## config.mk

```make
export PLATFORM = sky130hd
export DESIGN_NAME = frsr_victim_scan
export DESIGN_NICKNAME = d
export VERILOG_FILES = /design/src/design/frsr_pkg.sv /design/src/design/frsr_victim_scan.sv
export SDC_FILE = /design/constraint.sdc
export NUM_CORES = 1
export LEC_CHECK = 0
export BUFFER_PORTS_ARGS = -buffer_cell sky130_fd_sc_hd__buf_4
export CAP_MARGIN = 20
export CORE_MARGIN = 2
export CORE_UTILIZATION = 42
export CTS_BUF_LIST = sky130_fd_sc_hd__clkbuf_4
export DETAILED_ROUTE_END_ITERATION = 8
export PLACE_DENSITY = 0.8
export RECOVER_POWER = 50
export SYNTH_ARGS = -nofsm -noshare
export SYNTH_HDL_FRONTEND = slang
export SYNTH_SLANG_ARGS = --single-unit
```

## constraint.sdc

```tcl
create_clock -name aclk -period 3.3 [get_ports aclk]
set_input_delay 0.66 -clock aclk [delete_from_list [all_inputs] [get_ports aclk]]
set_output_delay 0.66 -clock aclk [all_outputs]
set_load 0.02 [all_outputs]
```

## src/design/frsr_pkg.sv

```systemverilog
// Shared widths, defaults and register codes of the frequency and spatial RRIP replacement block.
package frsr_pkg;

    localparam int TAG_W    = 58;
    localparam int SIDX_W   = 11;
    localparam int WIDX_W   = 4;
    localparam int MASK_W   = 16;
    localparam int VICT_W   = 4;
    localparam int CFG_W    = 3;
    localparam int IN_W     = 96;
    localparam int OUT_W    = 8;
    localparam int USER_W   = 2;
    localparam int PADDR_W  = 3;

    localparam int NUM_SETS_DEF     = 2048;
    localparam int NUM_WAYS_DEF     = 16;
    localparam int FREQ_ENTRIES_DEF = 8;
    localparam int FREQ_LIMIT_DEF   = 7;
    localparam int RRPV_WIDTH_DEF   = 2;

    localparam logic [CFG_W-1:0] WINDOW_RESET = 3'd2;
    localparam logic [CFG_W-1:0] THRESH_RESET = 3'd2;

    localparam logic REG_WINDOW = 1'b0;
    localparam logic REG_THRESH = 1'b1;

    localparam logic FUNC_VICTIM = 1'b0;
    localparam logic FUNC_UPDATE = 1'b1;

endpackage

```

## src/design/frsr_victim_scan.sv

```systemverilog
// Way-serial scan that picks a victim from the stored per-way state of one set.
module frsr_victim_scan
    import frsr_pkg::*;
#(
    parameter int NUM_WAYS   = NUM_WAYS_DEF,
    parameter int RRPV_WIDTH = RRPV_WIDTH_DEF,
    parameter int FREQ_W     = 3,
    parameter int WAY_W      = 4
) (
    input  logic                                  aclk,
    input  logic                                  aresetn,
    input  logic                                  start,
    input  logic [NUM_WAYS-1:0][RRPV_WIDTH-1:0]   rrpv,
    input  logic [NUM_WAYS-1:0][FREQ_W-1:0]       freq,
    input  logic [NUM_WAYS-1:0][WAY_W-1:0]        pos,
    input  logic [NUM_WAYS-1:0]                   sp,
    output logic                                  done,
    output logic [WAY_W-1:0]                      way
);

    logic                  busy_reg;
    logic                  done_reg;
    logic [WAY_W-1:0]      cnt_reg;
    logic                  fb_reg, fc_reg;
    logic [WAY_W-1:0]      bb_reg, bpos_reg, cb_reg, cpos_reg;
    logic [RRPV_WIDTH-1:0] maxr_reg;
    logic [FREQ_W-1:0]     minf_reg;

    logic [RRPV_WIDTH-1:0] r_cur;
    logic [FREQ_W-1:0]     f_cur;
    logic [WAY_W-1:0]      p_cur;
    logic                  s_cur;
    logic                  take_b, take_c;

    always_comb begin
        r_cur  = rrpv[cnt_reg];
        f_cur  = freq[cnt_reg];
        p_cur  = pos[cnt_reg];
        s_cur  = sp[cnt_reg];
        take_b = (f_cur == '0) && !s_cur && (!fb_reg || p_cur > bpos_reg);
        take_c = (r_cur >= maxr_reg) && (!fc_reg || f_cur < minf_reg ||
                 (f_cur == minf_reg && p_cur > cpos_reg));
    end

    always_ff @(posedge aclk) begin
        if (!aresetn) begin
            busy_reg <= 1'b0;
            done_reg <= 1'b0;
        end else begin
            done_reg <= 1'b0;
            if (start) begin
                busy_reg <= 1'b1;
            end else if (busy_reg && cnt_reg == WAY_W'(NUM_WAYS - 1)) begin
                busy_reg <= 1'b0;
                done_reg <= 1'b1;
            end
        end
    end

    always_ff @(posedge aclk) begin
        if (start) begin
            cnt_reg  <= '0;
            fb_reg   <= 1'b0;
            fc_reg   <= 1'b0;
            bb_reg   <= '0;
            bpos_reg <= '0;
            cb_reg   <= '0;
            cpos_reg <= '0;
            maxr_reg <= '0;
            minf_reg <= '0;
        end else if (busy_reg) begin
            cnt_reg <= cnt_reg + WAY_W'(1);
            if (take_b) begin
                fb_reg   <= 1'b1;
                bb_reg   <= cnt_reg;
                bpos_reg <= p_cur;
            end
            if (take_c) begin
                fc_reg   <= 1'b1;
                cb_reg   <= cnt_reg;
                cpos_reg <= p_cur;
                maxr_reg <= r_cur;
                minf_reg <= f_cur;
            end
        end
    end

    assign done = done_reg;
    assign way  = fb_reg ? bb_reg : cb_reg;

endmodule

```

## Word level (Yosys, flattened, before mapping)

Index checks and enable logic that the tools add are counted.

| cells by class | value |
|---|---|
| $add $sub $neg | 1 |
| $lt $le $gt $ge | 5 |
| equal/unequal tests | 2 |
| multiplexer cells | 12 |
| bitwise logic cells | 1 |
| reduce and logical (&&, ||, !) cells | 16 |

Operator list:

| operator | number |
|---|---|
| $bmux W4 S4 | 1 |
| $bmux W3 S4 | 1 |
| $bmux W2 S4 | 1 |
| $gt A4 B4 Y1 | 2 |
| $mux W4 | 2 |
| $logic_and A1 B1 Y1 | 5 |
| $lt A4 B5 Y1 const B | 1 |
| $add A4 B1 Y4 const B | 1 |
| $bmux W1 S4 | 1 |
| $eq A4 B4 Y1 const B | 1 |
| $mux W1 | 4 |
| $reduce_and A2 Y1 | 2 |
| $eq A3 B3 Y1 | 1 |
| $logic_not A1 Y1 | 3 |
| $logic_not A3 Y1 | 1 |
| $logic_or A1 B1 Y1 | 3 |
| $lt A3 B3 Y1 | 1 |
| $mux W3 | 1 |
| $ge A2 B2 Y1 | 1 |
| $mux W2 | 1 |
| $reduce_bool A2 Y1 | 1 |
| $reduce_or A2 Y1 | 1 |
| $not A1 Y1 | 1 |

| storage, ports and cells | value |
|---|---|
| flip-flop bits (word level) | 29 |
| output and inout bits | 5 |
| word-level logic and storage cells | 48 |

## Longest topological paths before layout

| logic depth | value |
|---|---|
| depth after elaboration | 7 |
| depth in mapped cells | 15 |

## Worst setup path after synthesis

Ideal clock, no wire load.

| timing | value |
|---|---|
| kind | reg-to-reg |
| from | reg cnt_reg[0] |
| to | reg cb_reg[0] |
| setup time | 0.071 ns |
| data arrival time | 3.031 ns |
| data required time | 3.229 ns |
| slack | 0.198 ns |
| cell stages (with the launch flop) | 14 |
| period minus slack after synthesis | 3.102 ns |
| cells stage by stage | dfxtp_1 > buf_6 > buf_2 > mux4_2 > a211oi_1 > a21oi_1 > ha_1 > nor2b_1 > o21a_1 > o21ai_0 > a211o_1 > clkbuf_1 > nand3_1 > a21oi_1 |

| between the ends | value |
|---|---|
| cells in the longest elaborated chain, start to end | 7 |
| elaborated cells between the ends (all ways) | 15 |
| classes of those cells | order compare (3); eq/ne (1); mux (6); reduce/logical (5) |

RTL lines:

| element | RTL line | RTL |
|---|---|---|
| start: declaration | frsr_victim_scan.sv:23 | `logic [WAY_W-1:0] cnt_reg;` |
| start signal: assignment | frsr_victim_scan.sv:72 | `cnt_reg <= cnt_reg + WAY_W'(1);` |
| $bmux W4 S4 | frsr_victim_scan.sv:38 | `p_cur = pos[cnt_reg];` |
| $mux W4 (implied by the code) | frsr_victim_scan.sv:38 |  |
| via p_cur[1] | frsr_victim_scan.sv:31 | `logic [WAY_W-1:0] p_cur;` |
| $gt A4 B4 Y1 | frsr_victim_scan.sv:42 | `(f_cur == minf_reg && p_cur > cpos_reg));` |
| $logic_and A1 B1 Y1 | frsr_victim_scan.sv:42 |  |
| $logic_or A1 B1 Y1 | frsr_victim_scan.sv:41 | `take_c = (r_cur >= maxr_reg) && (!fc_reg \|\| f_cur < minf_reg \|\|` |
| $logic_and A1 B1 Y1 | frsr_victim_scan.sv:41 |  |
| $reduce_and A2 Y1 (no source line) | -- |  |
| end signal: assignment | frsr_victim_scan.sv:80 | `cb_reg <= cnt_reg;` |
| end: declaration | frsr_victim_scan.sv:25 | `logic [WAY_W-1:0] bb_reg, bpos_reg, cb_reg, cpos_reg;` |

The timed path passes the listed nets, and every way through them passes these cells. The select of a mux whose other input is x is not followed.
A chain may end at the register's enable or synchronous reset.

## Final worst setup path

| timing | value |
|---|---|
| from | reg cnt_reg[0] |
| to | reg bpos_reg[0] |

| between the ends | value |
|---|---|
| cells in the longest elaborated chain, start to end | 6 |
| elaborated cells between the ends (all ways) | 13 |
| classes of those cells | order compare (1); mux (6); reduce/logical (6) |

RTL lines:

| element | RTL line | RTL |
|---|---|---|
| $bmux W4 S4 | frsr_victim_scan.sv:38 |  |
| $mux W4 (implied by the code) | frsr_victim_scan.sv:38 |  |
| via p_cur[2] | frsr_victim_scan.sv:31 |  |
| $gt A4 B4 Y1 | frsr_victim_scan.sv:40 | `take_b = (f_cur == '0) && !s_cur && (!fb_reg \|\| p_cur > bpos_reg);` |
| $logic_or A1 B1 Y1 | frsr_victim_scan.sv:40 |  |
| $logic_and A1 B1 Y1 | frsr_victim_scan.sv:40 |  |
| $reduce_and A2 Y1 (no source line) | -- |  |
| end signal: assignment | frsr_victim_scan.sv:76 | `bpos_reg <= p_cur;` |
| end: declaration | frsr_victim_scan.sv:25 |  |

The timed path passes the listed nets, and every way through them passes these cells. The select of a mux whose other input is x is not followed.

==> flow_metrics.py <==
metrics = {
    "power": {
        "ir_drop_mv": 0.116,
        "p_comb_share_pct": 50.3,
        "leakagePower_nw": 1.95,
        "p_seq_share_pct": 32.5,
        "intPower_mw": 0.828,
        "clkPwrFrac_pct": 17.2,
        "p_per_area_mw_per_mm2": 271,
        "switching_share_pct": 31.6,
        "p_sw_mw": 0.383,
    },
    "drt": {
        "antenna_left": 0,
        "drt_wl_total_um": 9820,
        "vias": 3092,
        "wl_per_cell_um": 17.8,
        "first_iter_violations": 112,
        "first_pass_iters": 4,
        "viasPerCell": 5.61,
        "drc_errors": 0,
    },
    "logic_synthesis": {
        "ys_types": 42,
        "yosys_warnings": 0,
        "synth_edf_count": 0,
        "synth_nets": 455,
        "ys_ff_latch": 29,
        "postSynth.asyncResetShare_pct": 0,
        "synthFlopType": "dfxtp_1",
        "syn_avg_cell_area_um2": 10.7,
        "synth_area_mm2": 0.00298,
        "synth_seq_area_share_pct": 19.5,
        "synthCells": 278,
    },
    "floorplanning": {
        "design.core.area_mm2": 0.00683,
        "row_count": 30,
        "initial_core_util_pct": 43.6,
        "dieArea_mm2": 0.00779,
        "io_pins": 168,
        "die_y_um": 88.2,
        "fp.dieW_um": 88.2,
    },
    "final_layout": {
        "fin_nets": 631,
        "fin_area_mm2": 0.00447,
        "final_core_util_pct": 65.5,
        "nFillCells": 561,
        "instances_no_fill": 551,
        "num_antenna_cells": 0,
        "regArea_um2": 589,
        "multi_input_area_mm2": 0.00214,
        "syn2layout_area_growth_pct": 50.1,
        "drive_gt1_share_pct": 55.4,
    },
    "place": {
        "dpl_cell_area_mm2": 0.00432,
        "dp_hpwl_um": 7710,
        "place_inst": 538,
        "port_buffers": 167,
        "gp_congestion": 0.878,
    },
    "global_route": {
        "grt_util_all_layers_pct": 24.6,
        "antenna_found_initial": 0,
        "grt_pass1_wl_um": 14800,
        "grt_pass1_vias": 3267,
        "grt_max_degree": 30,
        "overflow": 0,
    },
    "worst_setup_path": {
        "crit_path_start_kind": "register",
        "worst-setup-path-type": "reg2reg",
        "cp_max_fo": 6,
        "reg2reg_from": "cnt_reg[0]$_SDFFE_PP0P_",
        "crit-reg2reg-capture": "bpos_reg[0]$_SDFFE_PP0P_",
        "critPathTopFamily": "compound AO/OA/AOI/OAI gates",
        "crit_chain": "buf_6, mux4_2, nor2b_1, a211oi_2, a21oi_1, buf_4, ha_1, a211oi_1, o21ai_1, a22o_2, o221ai_4, mux2i_1, nor2_1",
        "cp_num_buf_inv": 2,
        "max_stage_delay_ns": 0.49,
        "arrival_ns": 3.33,
        "cp-end-kind": "register",
        "rrSetupSlack_ns": 0.17,
        "required_ns": 3.50,
        "reg2reg_depth": 13,
        "crit_slowest_cell": "mux4_2",
    },
    "timing": {
        "finalCritPeriodShare_pct": 94.8,
        "setup_tns_ns": 0,
        "clock.fmax_mhz": 320,
        "period_minus_slack_ns": 3.13,
        "max-slew-margin-rel_pct": 40.6,
        "slew_violations": 0,
        "hold_viol": 0,
        "finalSetupViolations": 0,
        "worst_clock_skew_ns": 0.00982,
        "worstMarginPinSlew_ns": 0.886,
        "rsz0062_at_grt": "yes",
    },
    "clock_network": {
        "hold_buffers": 0,
        "cts.clk_slew.worst_paths_ns": 0.09,
        "clock_latency_ns": 0.32,
        "cts_max_path_buffers": 2,
        "cts_root_buf": "clkbuf_4",
        "cts_buffers": 5,
        "cts_tree": "built",
        "htreeDepth": 2,
        "cts_sinks": 29,
    },
    "flow_run": {
        "maxCapViolCount": 0,
    },
    "status": {
        "status": "finished, final reports clean",
    },
    "worst_hold_path": {
        "hp-class": "reg2reg",
        "hp-start": "fc_reg$_SDFFE_PP0P_",
        "holdPathStages": 2,
        "hold_end": "fc_reg$_SDFFE_PP0P_",
    },
}
## how the worst max path moves through the flow
stage	start	to	cells after the start
after floorplan	cnt_reg[0]$_SDFFE_PP0P_	cb_reg[0]$_SDFFE_PP0P_	13
after global placement	pos[21]	cpos_reg[2]$_SDFFE_PP0P_	12
after detailed placement	pos[21]	cpos_reg[3]$_SDFFE_PP0P_	12
after CTS	cnt_reg[0]$_SDFFE_PP0P_	bpos_reg[1]$_SDFFE_PP0P_	12
after global routing	cnt_reg[0]$_SDFFE_PP0P_	maxr_reg[0]$_SDFFE_PP0P_	13
final	cnt_reg[0]$_SDFFE_PP0P_	bpos_reg[0]$_SDFFE_PP0P_	13
## per-layer routing
metal	share of wire, %	global-route usage (%)
met3	8.6	6.81
met1	37	26.5
met2	52	46.1
met5	0	0
met4	3.0	8.82
## cells by family after synthesis
logic type / after synthesis / share of synthesized area, %
buf+inv: 42 / 10.6
flops: 29 / 19.5
mux: 70 / 40.3
fa+ha+maj: 14 / 5.88
simple gates: 57 / 9.78
compound gates: 63 / 13.1
xor+xnor: 3 / 0.882
## power groups by stage
stage	combinational, mW	clock, mW	sequential (mW)
2_1_floorplan	0.334	0	0.389
3_3_place_gp	0.545	0	0.404
3_5_place_dp	0.563	0	0.404
4_1_cts	0.571	0.218	0.396
5_1_grt	0.662	0.233	0.397
6_report	0.609	0.209	0.394
## final cells by class
type,count,area share (%)
clock inverter,2,0.224
tap,96,2.68
inverter,15,1.26
multi-input combinational,208,47.7
timing repair buffer,195,33.9
sequential,29,13.2
clock buffer,6,1.01
## worst register-to-register path, delay by kind of cell, from the launching register on
kind	cells	cell delay, ns
AOI/OAI and AO/OA	6	1.05
adders and majority gates	1	0.30
buffers and inverters	2	0.33
DFF	1	0.43
muxes	2	0.72
and+or+nand+nor	2	0.20
## timing repair
action                     CTS  global route
pin swaps                    0             1
setup buffers                0             4
setup endpoints to repair   19            21
gates cloned                 0             1
resized for setup            4            12
## Yosys cell counts (all sizes together), types with 2 or more instances
library cell   n  area share [%]
nor2          18             2.3
o21a           2            0.50
o21ai         16             2.7
a21o           2            0.50
nand3         15             2.5
buf           12             3.5
a21oi         25             4.2
mux2i         24             8.1
nand2          3            0.38
a22oi          2            0.50
dfxtp         29              19
ha            14             5.9
nand4          3            0.63
a211oi         8             2.0
xnor2          2            0.59
clkbuf        12             3.9
inv           15             1.9
nor2b         11             2.3
mux4          36              28
mux2          10             3.8
## through the flow
| stage | total power, mW | hold slack (ns) | setup slack (ns) |
|---|---|---|---|
| final | 1.21 | 0.454 | 0.173 |
| after global routing | 1.29 | 0.491 | -0.0503 |
| after CTS | 1.19 | 0.458 | 0.0778 |
| after detailed placement | 0.967 | 0.444 | -0.361 |
| after global placement | 0.949 | 0.434 | -0.242 |
| after floorplan | 0.722 | 0.422 | 0.198 |
## cells in the final DEF (no fill, tap or decap), drive strengths merged, types with 2 or more instances in the layout
master,synthesis,routed
a211oi,8,8
a21o,2,2
a21oi,25,25
a22oi,2,2
buf,12,195
clkbuf,12,6
clkinv,0,2
dfxtp,29,29
ha,14,14
inv,15,15
mux2,10,10
mux2i,24,24
mux4,36,36
nand2,3,3
nand3,15,15
nand4,3,3
nor2,18,18
nor2b,11,11
o21a,2,2
o21ai,16,16
o221ai,1,2
xnor2,2,2
(Power assumes the default switching activity.)
